[config.mk]
export PLATFORM = sky130hd
export DESIGN_NAME = gbs_queue
export DESIGN_NICKNAME = d
export VERILOG_FILES = /design/src/hdl/gbs_pkg.sv /design/src/hdl/gbs_queue.sv
export SDC_FILE = /design/constraint.sdc
export NUM_CORES = 1
export LEC_CHECK = 0
export ABC_AREA = 0
export BUFFER_PORTS_ARGS = -buffer_cell sky130_fd_sc_hd__buf_4
export CORE_MARGIN = 4
export CORE_UTILIZATION = 57
export CTS_CLUSTER_SIZE = 28
export DETAILED_ROUTE_END_ITERATION = 6
export PLACE_DENSITY = 0.79
export SLEW_MARGIN = 20
export SYNTH_ARGS = -nofsm -noshare
export SYNTH_HDL_FRONTEND = slang
export SYNTH_SLANG_ARGS = --single-unit
[constraint.sdc]
create_clock -name i_clk -period 3.6 [get_ports i_clk]
set_input_delay 0.18 -clock i_clk [delete_from_list [all_inputs] [get_ports i_clk]]
set_output_delay 0.18 -clock i_clk [all_outputs]
set_load 0.03 [all_outputs]
[src/hdl/gbs_pkg.sv]
// Shared types, constants and arithmetic helpers of the bilinear grid sampler.
package gbs_pkg;

    // Opcode values carried in the input tuser field
    localparam logic OP_WRITE  = 1'b0;
    localparam logic OP_SAMPLE = 1'b1;

    // Reset value of the scale register: 1.0 in unsigned Q4.12
    localparam logic [15:0] SCALE_RESET = 16'd4096;

    // Widest grid index and grid address over the supported grid widths
    localparam int IDX_W  = 8;
    localparam int ADDR_W = 16;

    // Depth of the command queue between front and back
    localparam int QUEUE_DEPTH = 4;
    localparam int QPTR_W      = $clog2(QUEUE_DEPTH);

    // One classified command as it travels from front to back
    typedef struct packed {
        logic                    is_write;
        logic                    wr_ok;
        logic [ADDR_W-1:0]       addr;
        logic signed [15:0]      value;
        logic [IDX_W-1:0]        x1;
        logic [IDX_W-1:0]        x2;
        logic [IDX_W-1:0]        y1;
        logic [IDX_W-1:0]        y2;
        logic [7:0]              fx;
        logic [7:0]              fy;
    } t_cmd;

    // a + floor(f * (b - a) / 256); the result always lies between a and b
    function automatic logic signed [15:0] lerp8(
        input logic signed [15:0] a,
        input logic signed [15:0] b,
        input logic [7:0]         f
    );
        logic signed [16:0] diff;
        logic signed [25:0] prod;
        diff = 17'(b) - 17'(a);
        prod = diff * $signed({1'b0, f});
        return a + 16'(prod >>> 8);
    endfunction

endpackage

[src/hdl/gbs_queue.sv]
// Short command queue between the front end and the back end.
module gbs_queue (
    input  logic          i_clk,
    input  logic          i_rst_n,
    input  logic          i_push,
    input  gbs_pkg::t_cmd i_data,
    input  logic          i_pop,
    output gbs_pkg::t_cmd o_data,
    output logic          o_empty,
    output logic          o_full
);
    import gbs_pkg::*;

    t_cmd              r_mem [QUEUE_DEPTH];
    logic [QPTR_W-1:0] r_wr_ptr;
    logic [QPTR_W-1:0] r_rd_ptr;
    logic [QPTR_W:0]   r_count;

    assign o_empty = (r_count == '0);
    assign o_full  = (r_count == (QPTR_W+1)'(QUEUE_DEPTH));
    assign o_data  = r_mem[r_rd_ptr];

    // Advance pointers and occupancy
    always_ff @(posedge i_clk) begin
        if (!i_rst_n) begin
            r_wr_ptr <= '0;
            r_rd_ptr <= '0;
            r_count  <= '0;
        end else begin
            if (i_push) begin
                r_wr_ptr <= r_wr_ptr + 1'b1;
            end
            if (i_pop) begin
                r_rd_ptr <= r_rd_ptr + 1'b1;
            end
            if (i_push && !i_pop) begin
                r_count <= r_count + 1'b1;
            end else if (!i_push && i_pop) begin
                r_count <= r_count - 1'b1;
            end
        end
    end

    // Hold entries
    always_ff @(posedge i_clk) begin
        if (i_push) begin
            r_mem[r_wr_ptr] <= i_data;
        end
    end

    a_no_overflow: assert property (@(posedge i_clk) disable iff (!i_rst_n)
        !(i_push && o_full))
        else $error("queue push while full");

    a_no_underflow: assert property (@(posedge i_clk) disable iff (!i_rst_n)
        !(i_pop && o_empty))
        else $error("queue pop while empty");

    a_count_bound: assert property (@(posedge i_clk) disable iff (!i_rst_n)
        r_count <= (QPTR_W+1)'(QUEUE_DEPTH))
        else $error("queue occupancy beyond depth");

endmodule

# Yosys cells after proc, flatten, opt, wreduce, memory -nomap -nowiden
# Memory sizes are Yosys's and may differ from the RTL's. A register that Yosys moved wholly into a read port is not among the register bits.
# Index checks and enable logic that the tools add are counted.
[totals]
regBits = 7
mem_bits_rw = 328
inputBits = 86
out_inout_bits = 84
wordCells = 21
mem_count = 1
[mem_list]
columns = ["memory", "depth", "word_bits", "read_ports", "rd_ports_with_merged_regs", "write_ports", "line_no", "text"]
rows = [
  ["r_mem", 4, 82, 1, 1, 1, "gbs_queue.sv:14", "t_cmd r_mem [QUEUE_DEPTH];"],
]
[op_classes]
addsub = 4
n_eq_ne = 1
muxes = 6
reduce_logical = 6
[op_table]
columns = ["cell", "n"]
rows = [
  ["two-way mux 3 bit", 2],
  ["adder 2 x 1 -> 2 bit (second input constant)", 2],
  ["two-way mux 2 bit", 2],
  ["adder 3 x 1 -> 3 bit (second input constant)", 1],
  ["equality test 3 bit (second input constant)", 1],
  ["logical NOT 3 bit", 1],
  ["subtractor 3 x 1 -> 3 bit (second input constant)", 1],
  ["logical AND 1 bit", 2],
  ["logical NOT 1 bit", 2],
  ["two-way mux 1 bit", 2],
  ["nonzero test 2 bit", 1],
]

# Logic depth before layout (Yosys ltp)
[logic_depth]
word_depth = 4
depth_mapped = 7
ltp_nobuf = 7

# Least setup slack after synthesis
# Ideal clock, no wire load.
[synth_path]
path_kind = "register to register"
start = "register r_wr_ptr[0]"
end = "memory r_mem[0][0] in the netlist's numbering, enable pin"
setup_time_ns = 0.449
arrival_time_ns = 2.449
required_ns = 3.151
setup_slack_ns = 0.702
path_stages_with_launch = 4
n_path_buf = 0
period_less_slack_ns = 2.898
cell_sequence = "dfxtp_1 inv_1 ha_1 and2_1"
[synth_rtl]
columns = ["element", "line_no", "text"]
rows = [
  ["from (decl)", "gbs_queue.sv:15", "logic [QPTR_W-1:0] r_wr_ptr;"],
  ["from (signal assigned)", "gbs_queue.sv:31", "r_wr_ptr <= r_wr_ptr + 1'b1;"],
  ["to (decl)", "gbs_queue.sv:14", ""],
]
# Straight into the memory's write port.

==> results.txt <==
----------------------------------------------------
[Run status]
  Outcome ... completed

[Floorplanning]
  Die height ... 155 um
  Effective utilization at floorplan ... 58.4%
  Core Area ... 21200 um^2
  Total number of placement rows ... 53
  Die Span X ... 155 um
  Die Outline Area ... 24100 um^2
  Ports ... 170

[Final layout]
  Total area of multi-input combinational cells ... 2110 um^2
  Final standard cell area without fillers ... 15900 um^2
  Ratio of cells with drive above 1 in the final layout ... 40.1%
  Ant diodes ... 0
  Combined flip-flop and latch cell area ... 10000 um^2
  Non-filler cells, final ... 1048
  Filler cells ... 1124
  # nets final ... 841
  Signed area change from the synthesized netlist to the final layout ... 28.3%

[Yosys]
  Number of cells produced by synthesis ... 471
  Commonest register cell after synthesis ... sky130_fd_sc_hd__edfxtp_1
  Cells taking the most area after synthesis ... sky130_fd_sc_hd__edfxtp_1 (80%), sky130_fd_sc_hd__mux4_2 (15%), sky130_fd_sc_hd__dfxtp_1 (1.5%), sky130_fd_sc_hd__buf_12 (1.3%), sky130_fd_sc_hd__ha_1 (0.51%)
  Commonest cells in the synthesized netlist ... sky130_fd_sc_hd__edfxtp_1 (328), sky130_fd_sc_hd__mux4_2 (81), sky130_fd_sc_hd__and2_1 (9), sky130_fd_sc_hd__dfxtp_1 (9)
  Top cell type's share of synthesized area ... 79.7%
  Flip-flop and latch count after synthesis ... 337
  Most repeated cell in the gate-level netlist after synthesis ... sky130_fd_sc_hd__edfxtp_1
  Net count after synthesis ... 563
  Post-synth design cell area ... 12400 um^2
  Dominant cell type by area after synthesis ... sky130_fd_sc_hd__edfxtp_1
  Distinct cells, synth ... 22
  Async SR Flop Fraction ... 0%
  Count of yosys warnings during synthesis ... 0
  Sequential-to-total area share from yosys stat ... 81.1%
  Number of enable-type register cells in the synthesized netlist ... 328
  Syn avg cell area ... 26.2 um^2

[Power]
  Total power consumption of the routed design ... 9.31 mW
  Areal power density over the cells ... 587 nW/um^2
  Leak pwr ... 5.44 nW
  Max IR drop VDD ... 0.459 mV

[Place]
  Placed cell count ... 905
  Final Wtd Congestion ... 0.739
  HPWL Detailed ... 13.4 mm
  Port Buffers ... 169
  Area after DPL ... 13900 um^2

[Timing]
  Final Max Slew Viols ... 0
  Accumulated negative setup slack ... 0 ps
  Endpoints failing setup ... 0
  Worst-Margin Slew ... 818 ps
  Max Fclk ... 0.403 GHz
  Worst clock skew on the final layout ... 21.3 ps
  Headroom to the max-slew limit ... 45.4%
  Share of the clock period used by the worst path after layout ... 69.0%
  Minimum clock period after layout ... 2480 ps
  Final hold violation count ... 0
  Setup repair after global routing missed its margin ... no

[Critical path]
  Cell class contributing the biggest share of worst-path delay ... flip-flops
  Cell-by-cell trace of the critical path ... buf_4 > mux4_2 > buf_4
  Worst setup EP type ... output port
  Crit-path max cell delay ... 870 ps
  Worst Path Arrival ... 2300 ps
  Library cell contributing the largest single delay on the critical path ... sky130_fd_sc_hd__dfxtp_4
  Largest driver fanout on the critical path ... 54
  Data required time at the worst endpoint ... 3420 ps
  Kind of start point of the critical path ... flop
  Count of buffering cells on the critical path with inverters included ... 2
  Most frequent CP cell ... sky130_fd_sc_hd__buf_4
  Minimum setup slack among reg-to-reg paths ... 1790 ps
  Worst setup path class ... reg -> out

[CTS]
  TritonCTS buffer count ... 34
  Clock network latency to the later pin of the worst-skew pair ... 500 ps
  Maximum number of buffers from clock root to sink ... 3
  Register clock-pin slew on the reported worst setup and hold paths ... 60 ps
  Number of clock sinks ... 337
  Root Buffer ... sky130_fd_sc_hd__clkbuf_16
  Clock tree from TritonCTS ... done
  Depth of the CTS H-tree ... 2

[Run]
  Number of max-cap violations ... 0

[GRT]
  Antenna violations before repair ... 0
  Grt ovf ... 0
  Global-route wire length before repair ... 36.2 mm
  Number of global-route vias before repair ... 6452
  Largest net degree at the start of global routing ... 55
  Total global-route track usage ... 19.6%

[Detailed routing]
  Number of nets with antenna violations after routing ... 0
  Number of detailed-routing iterations run before antenna repair ... 4
  Vias after detailed routing ... 5844
  Routed wire length ... 23.1 mm
  Detailed router's first-iteration violation count ... 380
  DRC viols ... 0
  Routed length per instance ... 22.1 um
  Via density per instance ... 5.58

[Min path]
  Tightest Hold Check Type ... in -> reg

----------------------------------------------------
==> power by group <==
group          switching (mW)  total (mW)  internal (mW)
combinational           0.665        1.21          0.546
sequential             0.0798        4.59           4.51
clock                    1.34        3.51           2.17
==> stage by stage <==
stage	hold WS, ps	setup slack [ps]	utilization (%)
global placement	378	1590	65.7
detailed placement	384	1580	65.7
CTS	33.5	1060	75.0
floorplan	279	702	-
finish	54.7	1120	75.0
global route	56.9	973	75.0
==> registers in the layout, summed over array words and instances (netlist names), named ones only <==
| name | cells |
|---|---|
| r_rd_ptr | 2 |
| r_count | 3 |
| r_wr_ptr | 2 |
| r_mem | 328 |
==> logic make-up (layout without fill, tap and decap cells) <==
group	after synthesis	in the layout	share of synthesized area [%]
AND/OR/NAND/NOR	15	15	0.739
XOR/XNOR	5	5	0.354
flip-flops	337	337	81.1
buffers and inverters	22	324	1.86
AO/OA/AOI/OAI	2	2	0.101
adder cells (fa/ha/maj)	6	6	0.668
multiplexers	84	84	15.1
==> path summary, 6_finish.rpt <==
check	startpoint	to	depth (start not counted)
worst min-delay path	i_pop	flop	3
worst min register to register	r_count[2]	r_count[2]	2
worst max register to register	r_wr_ptr[0]	r_mem[0][20]	4
worst max-delay path	flop	o_data[8]	3
==> metal layers <==
metal,track usage (%),vias to the layer above,wire length (um)
met5,0,-,0
met4,5.63,0,453
met3,3.56,40,1360
met2,34.4,207,12500
met1,25.5,3026,8850
li1,-,2571,-
==> worst reg2reg max path: stages, from the launching register on <==
cell and delay (ps):
sky130_fd_sc_hd__dfxtp_1 350, sky130_fd_sc_hd__inv_1 90, sky130_fd_sc_hd__ha_1 140, sky130_fd_sc_hd__and2_4 490, sky130_fd_sc_hd__buf_12 380
==> layout make-up <==
| cell class | instances | area share [%] |
|---|---|---|
| inverters | 4 | 0.0946 |
| repair buffers | 260 | 14.0 |
| flip-flops and latches | 337 | 63.3 |
| clock inverters | 16 | 1.09 |
| multi-input cells | 112 | 13.3 |
| well taps | 275 | 2.17 |
| clock buffers | 44 | 6.07 |
==> timing repair <==
action / 4_1_cts / 5_1_grt
endpoints found under the hold margin: 337 / 0
hold buffers: 83 / 0
setup buffers: 0 / 0
resized for setup: 0 / 0
==> cells in the final DEF (no fill, tap or decap) <==
| master | instances |
|---|---|
| sky130_fd_sc_hd__clkinv_2 | 3 |
| sky130_fd_sc_hd__o21ai_0 | 1 |
| sky130_fd_sc_hd__bufinv_16 | 4 |
| sky130_fd_sc_hd__clkinvlp_4 | 1 |
| sky130_fd_sc_hd__nand2_1 | 1 |
| sky130_fd_sc_hd__nor2b_1 | 2 |
| sky130_fd_sc_hd__dfxtp_1 | 7 |
| sky130_fd_sc_hd__and2_4 | 4 |
| sky130_fd_sc_hd__fa_1 | 1 |
| sky130_fd_sc_hd__nor3_1 | 1 |
| sky130_fd_sc_hd__mux4_1 | 1 |
| sky130_fd_sc_hd__clkbuf_1 | 6 |
| sky130_fd_sc_hd__dlygate4sd3_1 | 83 |
| sky130_fd_sc_hd__ha_1 | 5 |
| sky130_fd_sc_hd__or3_1 | 1 |
| sky130_fd_sc_hd__xor2_1 | 3 |
| sky130_fd_sc_hd__and2_1 | 5 |
| sky130_fd_sc_hd__edfxtp_1 | 328 |
| sky130_fd_sc_hd__mux4_2 | 81 |
| sky130_fd_sc_hd__clkbuf_8 | 1 |
| sky130_fd_sc_hd__xnor2_1 | 2 |
| sky130_fd_sc_hd__inv_1 | 4 |
| sky130_fd_sc_hd__a21boi_0 | 1 |
| sky130_fd_sc_hd__clkinv_1 | 8 |
| sky130_fd_sc_hd__mux2i_1 | 2 |
| sky130_fd_sc_hd__buf_4 | 172 |
| sky130_fd_sc_hd__buf_12 | 5 |
| sky130_fd_sc_hd__clkbuf_16 | 37 |
| sky130_fd_sc_hd__dfxtp_4 | 2 |
| sky130_fd_sc_hd__nor3b_1 | 1 |
Note: power is estimated with default switching activity, not from simulation.
