`config.mk`:
```
export PLATFORM = sky130hd
export DESIGN_NAME = gbs_front
export DESIGN_NICKNAME = d
export VERILOG_FILES = /design/src/hdl/gbs_pkg.sv /design/src/hdl/gbs_front.sv
export SDC_FILE = /design/constraint.sdc
export NUM_CORES = 1
export LEC_CHECK = 0
export ABC_AREA = 1
export BUFFER_PORTS_ARGS = -buffer_cell sky130_fd_sc_hd__buf_2
export CAP_MARGIN = 20
export CORE_UTILIZATION = 40
export DETAILED_ROUTE_END_ITERATION = 8
export PLACE_DENSITY = 0.54
export RECOVER_POWER = 100
export SKIP_CTS_REPAIR_TIMING = 1
export SLEW_MARGIN = 20
export SYNTH_ARGS = -nofsm -noshare
export SYNTH_HDL_FRONTEND = slang
export SYNTH_SLANG_ARGS = --single-unit
```
`constraint.sdc`:
```
create_clock -name i_clk -period 8 [get_ports i_clk]
set_input_delay 0.8 -clock i_clk [delete_from_list [all_inputs] [get_ports i_clk]]
set_output_delay 0.8 -clock i_clk [all_outputs]
set_load 0.02 [all_outputs]
```
`src/hdl/gbs_pkg.sv`:
```
// Shared types, constants and arithmetic helpers of the bilinear grid sampler.
package gbs_pkg;

    // Opcode values carried in the input tuser field
    localparam logic OP_WRITE  = 1'b0;
    localparam logic OP_SAMPLE = 1'b1;

    // Reset value of the scale register: 1.0 in unsigned Q4.12
    localparam logic [15:0] SCALE_RESET = 16'd4096;

    // Widest grid index and grid address over the supported grid widths
    localparam int IDX_W  = 8;
    localparam int ADDR_W = 16;

    // Depth of the command queue between front and back
    localparam int QUEUE_DEPTH = 4;
    localparam int QPTR_W      = $clog2(QUEUE_DEPTH);

    // One classified command as it travels from front to back
    typedef struct packed {
        logic                    is_write;
        logic                    wr_ok;
        logic [ADDR_W-1:0]       addr;
        logic signed [15:0]      value;
        logic [IDX_W-1:0]        x1;
        logic [IDX_W-1:0]        x2;
        logic [IDX_W-1:0]        y1;
        logic [IDX_W-1:0]        y2;
        logic [7:0]              fx;
        logic [7:0]              fy;
    } t_cmd;

    // a + floor(f * (b - a) / 256); the result always lies between a and b
    function automatic logic signed [15:0] lerp8(
        input logic signed [15:0] a,
        input logic signed [15:0] b,
        input logic [7:0]         f
    );
        logic signed [16:0] diff;
        logic signed [25:0] prod;
        diff = 17'(b) - 17'(a);
        prod = diff * $signed({1'b0, f});
        return a + 16'(prod >>> 8);
    endfunction

endpackage

```
`src/hdl/gbs_front.sv`:
```
// Front end: input stage, scale register, coordinate scaling and cell clamping.
module gbs_front #(
    parameter int GRID_WIDTH = 64
) (
    input  logic          i_clk,
    input  logic          i_rst_n,
    // Configuration write channel
    input  logic          i_cfg_valid,
    output logic          o_cfg_ready,
    input  logic [15:0]   i_cfg_data,
    // Input stream
    input  logic          i_tvalid,
    output logic          o_tready,
    input  logic          i_op,
    input  logic [11:0]   i_entry_index,
    input  logic [15:0]   i_entry_value,
    input  logic [19:0]   i_pos_x,
    input  logic [19:0]   i_pos_y,
    // Back end status and queue
    input  logic          i_clearing,
    input  logic          i_q_full,
    output logic          o_q_push,
    output gbs_pkg::t_cmd o_q_data
);
    import gbs_pkg::*;

    localparam int CELL_COUNT = GRID_WIDTH * GRID_WIDTH;
    localparam int LAST       = GRID_WIDTH - 1;

    logic [15:0]   r_scale_inv;
    logic          r_valid;
    logic          r_op;
    logic [11:0]   r_idx;
    logic [15:0]   r_val;
    logic [19:0]   r_px;
    logic [19:0]   r_py;
    logic          accept;
    logic [35:0]   prod_x;
    logic [35:0]   prod_y;
    logic [15:0]   cell_x;
    logic [15:0]   cell_y;

    // Scale register, always ready for a write
    assign o_cfg_ready = 1'b1;

    always_ff @(posedge i_clk) begin
        if (!i_rst_n) begin
            r_scale_inv <= SCALE_RESET;
        end else if (i_cfg_valid) begin
            r_scale_inv <= i_cfg_data;
        end
    end

    // Take an item when no grid clear runs and the stage is empty or drains into the queue this cycle
    assign o_q_push = r_valid && !i_q_full;
    assign o_tready = !i_clearing && (!r_valid || !i_q_full);
    assign accept   = i_tvalid && o_tready;

    always_ff @(posedge i_clk) begin
        if (!i_rst_n) begin
            r_valid <= 1'b0;
        end else if (accept) begin
            r_valid <= 1'b1;
        end else if (o_q_push) begin
            r_valid <= 1'b0;
        end
    end

    always_ff @(posedge i_clk) begin
        if (accept) begin
            r_op  <= i_op;
            r_idx <= i_entry_index;
            r_val <= i_entry_value;
            r_px  <= i_pos_x;
            r_py  <= i_pos_y;
        end
    end

    // Scale to grid units with 8 fraction bits
    assign prod_x = 36'(r_px) * 36'(r_scale_inv);
    assign prod_y = 36'(r_py) * 36'(r_scale_inv);
    assign cell_x = prod_x[35:20];
    assign cell_y = prod_y[35:20];

    // Classify and clamp the neighbouring cell indices
    always_comb begin
        o_q_data          = '0;
        o_q_data.is_write = (r_op == OP_WRITE);
        o_q_data.wr_ok    = (32'(r_idx) < CELL_COUNT);
        o_q_data.addr     = ADDR_W'(r_idx);
        o_q_data.value    = $signed(r_val);
        o_q_data.fx       = prod_x[19:12];
        o_q_data.fy       = prod_y[19:12];
        o_q_data.x1 = (cell_x > 16'(LAST))  ? IDX_W'(LAST) : cell_x[IDX_W-1:0];
        o_q_data.x2 = (cell_x >= 16'(LAST)) ? IDX_W'(LAST) : cell_x[IDX_W-1:0] + 1'b1;
        o_q_data.y1 = (cell_y > 16'(LAST))  ? IDX_W'(LAST) : cell_y[IDX_W-1:0];
        o_q_data.y2 = (cell_y >= 16'(LAST)) ? IDX_W'(LAST) : cell_y[IDX_W-1:0] + 1'b1;
    end

endmodule

```
## Word level (Yosys, flattened, before mapping)

Cells that the tools add are included.

| word-level totals | value |
|---|---|
| flip-flop bits (word level) | 86 |
| latch bits | 0 |
| bits in writable memories | 0 |
| ROM bits | 0 |
| input bits | 91 |
| output and inout port bits | 85 |
| memories kept | 0 |

| operators by class | value |
|---|---|
| $add $sub $neg | 2 |
| multipliers | 2 |
| div/mod/pow operators | 0 |
| magnitude comparators | 4 |
| equal/unequal tests | 0 |
| shift-type cells | 0 |
| muxes and demuxes | 6 |
| bitwise operators | 1 |
| reduce and logical (&&, ||, !) cells | 8 |

Operator list:

| kind | count |
|---|---|
| 20-bit by 16-bit multiplier with 36-bit output | 2 |
| 16-bit by 6-bit greater-or-equal comparator with 1-bit output (second input constant) | 2 |
| 16-bit by 6-bit greater-than comparator with 1-bit output (second input constant) | 2 |
| 8-bit 2-to-1 mux | 4 |
| 8-bit by 1-bit adder with 8-bit output (second input constant) | 2 |
| 1-bit logical AND | 3 |
| 1-bit zero test | 3 |
| 1-bit 2-to-1 mux | 2 |
| 2-bit nonzero test | 1 |
| 1-bit logical OR | 1 |
| 1-bit NOT | 1 |

## Depth between registers and ports, before layout

| logic depth | value |
|---|---|
| depth after elaboration | 5 |
| gate-level depth with buffers | 34 |
| depth with buffers taken out | 31 |

## Worst setup path before layout

OpenSTA, ideal clock, no wires.

| path | value |
|---|---|
| kind | register to output |
| start point | register r_scale_inv[1] |
| end point | output port o_q_data[16] (netlist name) |
| data arrival time | 6.091 ns |
| required time | 7.200 ns |
| slack | 1.109 ns |
| cell stages (with the launch flop) | 28 |
| path buffers | 2 |
| cell sequence | dfxtp_1 > clkbuf_1 > clkbuf_1 > nand2_1 > fa_1 > fa_1 > inv_1 > fa_1 > fa_1 > fa_1 > inv_1 > fa_1 > inv_1 > ha_1 > nand2_1 > inv_1 > nand2_1 > nor3_1 > nand4_1 > nand3_1 > nand2_1 > nand2_1 > inv_1 > ha_1 > nand4_1 > nor2_1 > nor2_2 > nand4_1 |

RTL lines:

| item | line | source |
|---|---|---|
| start, declared | gbs_front.sv:30 | `logic [15:0] r_scale_inv;` |
| start signal, assigned | gbs_front.sv:50 | `r_scale_inv <= i_cfg_data;` |
| end, declared | gbs_front.sv:23 | `output gbs_pkg::t_cmd o_q_data` |

==> report_table.html <==
<table>
<tr><th>Metric</th><th>Value</th></tr>
<tr><th colspan="2">Critical path</th></tr>
<tr><td>Cell type of the slowest stage on the worst timing path</td><td>sky130_fd_sc_hd__edfxtp_1</td></tr>
<tr><td>WP data required</td><td>7.20 ns</td></tr>
<tr><td>Setup crit start kind</td><td>flop</td></tr>
<tr><td>Worst setup path category</td><td>flop to output port</td></tr>
<tr><td>Critical path arrival</td><td>between 6 and 7 ns</td></tr>
<tr><td>Most common cell on crit path</td><td>sky130_fd_sc_hd__nand2_1</td></tr>
<tr><td>Biggest cell delay along the critical path</td><td>0.64 ns</td></tr>
<tr><td>Buffering stage count on the worst path with inverters included</td><td>6</td></tr>
<tr><td>CP max FO</td><td>12</td></tr>
<tr><td>Setup crit end kind</td><td>output port</td></tr>
<tr><td>Kind of cell adding the most delay to the critical path</td><td>adder cells</td></tr>
<tr><th colspan="2">Finish</th></tr>
<tr><td>Area delta synth-&gt;final</td><td>10.4%</td></tr>
<tr><td>Total number of nets in the final design</td><td>around 4,300</td></tr>
<tr><td>Fraction of layout cells with a size suffix above 1</td><td>under 10%</td></tr>
<tr><td>Final Instance Count excl. Fillers</td><td>~4,400</td></tr>
<tr><td>Leading cell types in the layout, fill and taps excluded</td><td>sky130_fd_sc_hd__inv_1 (1,012), sky130_fd_sc_hd__nand2_1 (980), sky130_fd_sc_hd__fa_1 (498)</td></tr>
<tr><td>Most common cell after layout, fill and taps aside</td><td>sky130_fd_sc_hd__inv_1</td></tr>
<tr><td>Area taken by flip-flops and latches</td><td>approximately 2400 sq um</td></tr>
<tr><td>Summed area of non-filler cells in the final layout</td><td>28,200 sq um</td></tr>
<tr><td>Post-layout utilization of the core</td><td>around 45%</td></tr>
<tr><td>Filler cell count</td><td>6,635</td></tr>
<tr><td>Area of the multi-input gates</td><td>18,700 sq um</td></tr>
<tr><th colspan="2">Power</th></tr>
<tr><td>Internal power of the cells</td><td>3.76 mW</td></tr>
<tr><td>Power per cell area</td><td>348 nW/um^2</td></tr>
<tr><td>Worst vdd rail ir drop</td><td>between 0.3 and 0.4 mV</td></tr>
<tr><td>Fraction of power spent switching nets</td><td>about 62%</td></tr>
<tr><td>Sequential fraction of design power</td><td>between 5 and 6%</td></tr>
<tr><td>PnR Total Power</td><td>between 9 and 10 mW</td></tr>
<tr><td>Logic pwr share</td><td>roughly nine tenths</td></tr>
<tr><td>Clock power share</td><td>under 10%</td></tr>
<tr><td>Static Leak</td><td>~16 nW</td></tr>
<tr><td>Total net switching power</td><td>6.08 mW</td></tr>
<tr><th colspan="2">Timing</th></tr>
<tr><td>Unrepaired setup endpoints after global routing</td><td>no</td></tr>
<tr><td>Slew of the pin with the lowest slew margin</td><td>about 4.0 ns</td></tr>
<tr><td>Setup clock skew after layout</td><td>0.0156 ns</td></tr>
<tr><td>Number of max-slew violations in the final report</td><td>~70</td></tr>
<tr><td>Final hold vios</td><td>0</td></tr>
<tr><td>Setup_tns</td><td>0 ns</td></tr>
<tr><td>Highest Clock Rate</td><td>131 MHz</td></tr>
<tr><td>Final critical delay including setup and external delays</td><td>7.62 ns</td></tr>
<tr><td>Max-slew headroom at the worst pin</td><td>-164%</td></tr>
<tr><td>Number of setup violations in the final report</td><td>0</td></tr>
<tr><td>Post-route setup slack</td><td>0.382 ns</td></tr>
<tr><td>Fraction of the cycle the final worst path needs</td><td>95.2%</td></tr>
<tr><td>Final Hold Slack</td><td>between 0.6 and 0.7 ns</td></tr>
<tr><th colspan="2">Drt</th></tr>
<tr><td>Post-DRT Antenna Nets</td><td>0</td></tr>
<tr><td>Total vias in the final route</td><td>20,400</td></tr>
<tr><td>DRC violations left</td><td>0</td></tr>
<tr><td>Vias per std cell</td><td>roughly 4.7</td></tr>
<tr><td>Detailed-route wire length per cell</td><td>around 15 um</td></tr>
<tr><td>Initial DRT Pass Iterations</td><td>6</td></tr>
<tr><td>Routed wire length</td><td>64,100 um</td></tr>
<tr><td>Violation count after the first detailed-route iteration</td><td>between 1,000 and 1,500</td></tr>
<tr><th colspan="2">GRT</th></tr>
<tr><td>Maximum number of pins on one net before global-route repair</td><td>71</td></tr>
<tr><td>Overall track demand over capacity in global routing</td><td>roughly a fifth</td></tr>
<tr><td>Number of antenna violations at the first check in global routing</td><td>2</td></tr>
<tr><td>Via count of the first global-routing pass</td><td>about 21,000</td></tr>
<tr><td>Overflow after GRT</td><td>0</td></tr>
<tr><td>First-pass GRT wire length</td><td>108,000 um</td></tr>
<tr><th colspan="2">Clocking</th></tr>
<tr><td>Max Buffers Root-to-Sink</td><td>2</td></tr>
<tr><td>Worst skew pair latency</td><td>approximately 0.38 ns</td></tr>
<tr><td>Cell at the root of the clock tree</td><td>sky130_fd_sc_hd__clkbuf_16</td></tr>
<tr><td>Sinks on Clock Net</td><td>86</td></tr>
<tr><td>Clock tree from TritonCTS</td><td>built</td></tr>
<tr><td>Inserted Clock Buffers</td><td>9</td></tr>
<tr><td>Number of H-tree levels</td><td>3</td></tr>
<tr><td>CTS clock-pin slew for the worst setup and hold paths</td><td>~0.07 ns</td></tr>
<tr><th colspan="2">Hold path</th></tr>
<tr><td>Classification of the worst-slack hold path</td><td>primary input to flop</td></tr>
<tr><th colspan="2">Status</th></tr>
<tr><td>Run status</td><td>complete, but fails checks</td></tr>
<tr><td>Violations in the final reports</td><td>max-capacitance violations, max-slew violations</td></tr>
<tr><th colspan="2">Floorplan</th></tr>
<tr><td>Die outline width</td><td>about 250 um</td></tr>
<tr><td>Die area</td><td>~65,000 sq um</td></tr>
<tr><td>Chip height</td><td>about 250 um</td></tr>
<tr><td>Placeable Area</td><td>~63,000 sq um</td></tr>
<tr><td>Initial Util</td><td>about two fifths</td></tr>
<tr><td>Number of core rows</td><td>92</td></tr>
<tr><td>Number of primary I/O pins</td><td>around 180</td></tr>
<tr><th colspan="2">Synth</th></tr>
<tr><td>Portion of synthesized cell area occupied by the leading cell type</td><td>between 30 and 40%</td></tr>
<tr><td>Library cell with the largest summed area after synthesis</td><td>sky130_fd_sc_hd__fa_1</td></tr>
<tr><td>Asr flop ratio synth</td><td>0%</td></tr>
<tr><td>Top FF cell, synth</td><td>sky130_fd_sc_hd__edfxtp_1</td></tr>
<tr><td>Post-Syn Instances</td><td>between 3,000 and 4,000</td></tr>
<tr><td>Top area cells in the synthesized netlist</td><td>sky130_fd_sc_hd__fa_1 (39%), sky130_fd_sc_hd__inv_1 (15%), sky130_fd_sc_hd__nand2_1 (14%), sky130_fd_sc_hd__ha_1 (10%), sky130_fd_sc_hd__edfxtp_1 (8.1%)</td></tr>
<tr><td>Synthesized area</td><td>~26,000 sq um</td></tr>
<tr><td>Proportion of synthesized chip area in sequential cells</td><td>a little under a tenth</td></tr>
<tr><td>Number of library cell types mapped by synthesis</td><td>roughly 40</td></tr>
<tr><td>Number of warning messages in the yosys log</td><td>0</td></tr>
<tr><td>Number of enable flip-flop cells after synthesis</td><td>69</td></tr>
<tr><td>Post-synthesis sequential element count</td><td>between 80 and 90</td></tr>
<tr><td>Syn_area_per_cell</td><td>about 7.5 sq um</td></tr>
<tr><th colspan="2">Flow run</th></tr>
<tr><td>Max Cap Violations</td><td>1</td></tr>
<tr><th colspan="2">Place</th></tr>
<tr><td>Cell Count Post-Placement</td><td>~4,300</td></tr>
<tr><td>Count of input and output buffers</td><td>161</td></tr>
<tr><td>Hpwl dp</td><td>between 50,000 and 60,000 um</td></tr>
<tr><td>Placement-stage cell area</td><td>27,200 sq um</td></tr>
<tr><td>Pre-CTS setup slack</td><td>just over 0.4 ns</td></tr>
<tr><td>Global placer's final weighted congestion</td><td>~0.87</td></tr>
</table>
[flip-flops by register name, summed over array words and instances, names as in the netlist]
| name | flops |
|---|---|
| r_py | 20 |
| r_idx | 12 |
| r_valid | 1 |
| r_op | 1 |
| r_val | 16 |
| r_scale_inv | 16 |
| r_px | 20 |
[worst register-to-register path: cells and delay by family (launching register included)]
family | cells | cell delay [ns]
DFF | 1 | 0.31
buffers and inverters | 2 | 2.86
and+or+nand+nor | 2 | 0.23
[kinds of logic (layout without fill, tap and decap cells)]
group | Yosys count | count (layout) | synth area share [%]
AND/OR/NAND/NOR | 1257 | 1257 | 19.7
buffers and inverters | 1177 | 1296 | 17.6
adder cells (fa/ha/maj) | 710 | 710 | 49.3
AO/OA/AOI/OAI | 134 | 134 | 2.88
flip-flops | 86 | 86 | 9.43
XOR/XNOR | 29 | 29 | 0.993
other | 2 | 17 | 0.0294
[layout make-up]
class                      instances  area share, %
antenna                            3         0.0266
clock buffer                      11          0.895
clock inverter                     5          0.226
inverter                        1014           13.5
multi-input combinational       2144           66.3
sequential                        86           8.60
tap                              846           3.75
timing repair buffer             266           6.71
[path summary, 6_finish.rpt]
kind | start | to | cells past startpoint | slack (ns)
worst min register to register | r_scale_inv[7] | r_scale_inv[7] | 2 | 0.64
worst min-delay path | i_pos_y[19] | r_py[19] | 1 | 0.60
worst max-delay path | r_py[12] | o_q_data[24] | 27 | 0.38
worst max register to register | r_valid | r_px[13] | 4 | 4.05
[cell usage after synthesis, types with 2 or more instances]
| cell | number |
|---|---|
| sky130_fd_sc_hd__inv_1 | 1012 |
| sky130_fd_sc_hd__nand2_1 | 980 |
| sky130_fd_sc_hd__fa_1 | 498 |
| sky130_fd_sc_hd__ha_1 | 212 |
| sky130_fd_sc_hd__clkbuf_1 | 141 |
| sky130_fd_sc_hd__nor2_1 | 131 |
| sky130_fd_sc_hd__edfxtp_1 | 69 |
| sky130_fd_sc_hd__a21oi_1 | 66 |
| sky130_fd_sc_hd__nand3_1 | 53 |
| sky130_fd_sc_hd__nand4_1 | 41 |
| sky130_fd_sc_hd__o21ai_0 | 38 |
| sky130_fd_sc_hd__dfxtp_1 | 17 |
| sky130_fd_sc_hd__xor2_1 | 17 |
| sky130_fd_sc_hd__buf_4 | 14 |
| sky130_fd_sc_hd__nor3_1 | 14 |
| sky130_fd_sc_hd__o21bai_1 | 12 |
| sky130_fd_sc_hd__xnor2_1 | 12 |
| sky130_fd_sc_hd__nand2_2 | 9 |
| sky130_fd_sc_hd__nor2_2 | 8 |
| sky130_fd_sc_hd__a31oi_1 | 7 |
| sky130_fd_sc_hd__nand3b_1 | 6 |
| sky130_fd_sc_hd__nand3_2 | 5 |
| sky130_fd_sc_hd__a21o_1 | 4 |
| sky130_fd_sc_hd__buf_1 | 3 |
| sky130_fd_sc_hd__buf_6 | 3 |
| sky130_fd_sc_hd__nor3_2 | 3 |
| sky130_fd_sc_hd__a21boi_0 | 2 |
| sky130_fd_sc_hd__and3_1 | 2 |
| sky130_fd_sc_hd__conb_1 | 2 |
| sky130_fd_sc_hd__nor2_4 | 2 |
| sky130_fd_sc_hd__o311ai_0 | 2 |
[power by group through the flow]
stage / combinational (mW) / clock [mW] / sequential (mW)
global route: 10.2 / 0.491 / 0.548
global placement: 8.89 / 0 / 0.580
detailed placement: 8.86 / 0 / 0.579
finish: 8.83 / 0.466 / 0.544
floorplan: 6.61 / 0 / 0.536
CTS: 8.92 / 0.474 / 0.570
[per-layer routing]
metal	global-route usage, %	wire, um	up-vias
li1	-	-	9887
met5	0	0	-
met1	30.8	31600	10000
met4	2.55	558	0
met2	34.0	29200	440
met3	1.81	2810	39
No activity file was read; power rests on OpenSTA's default activity.
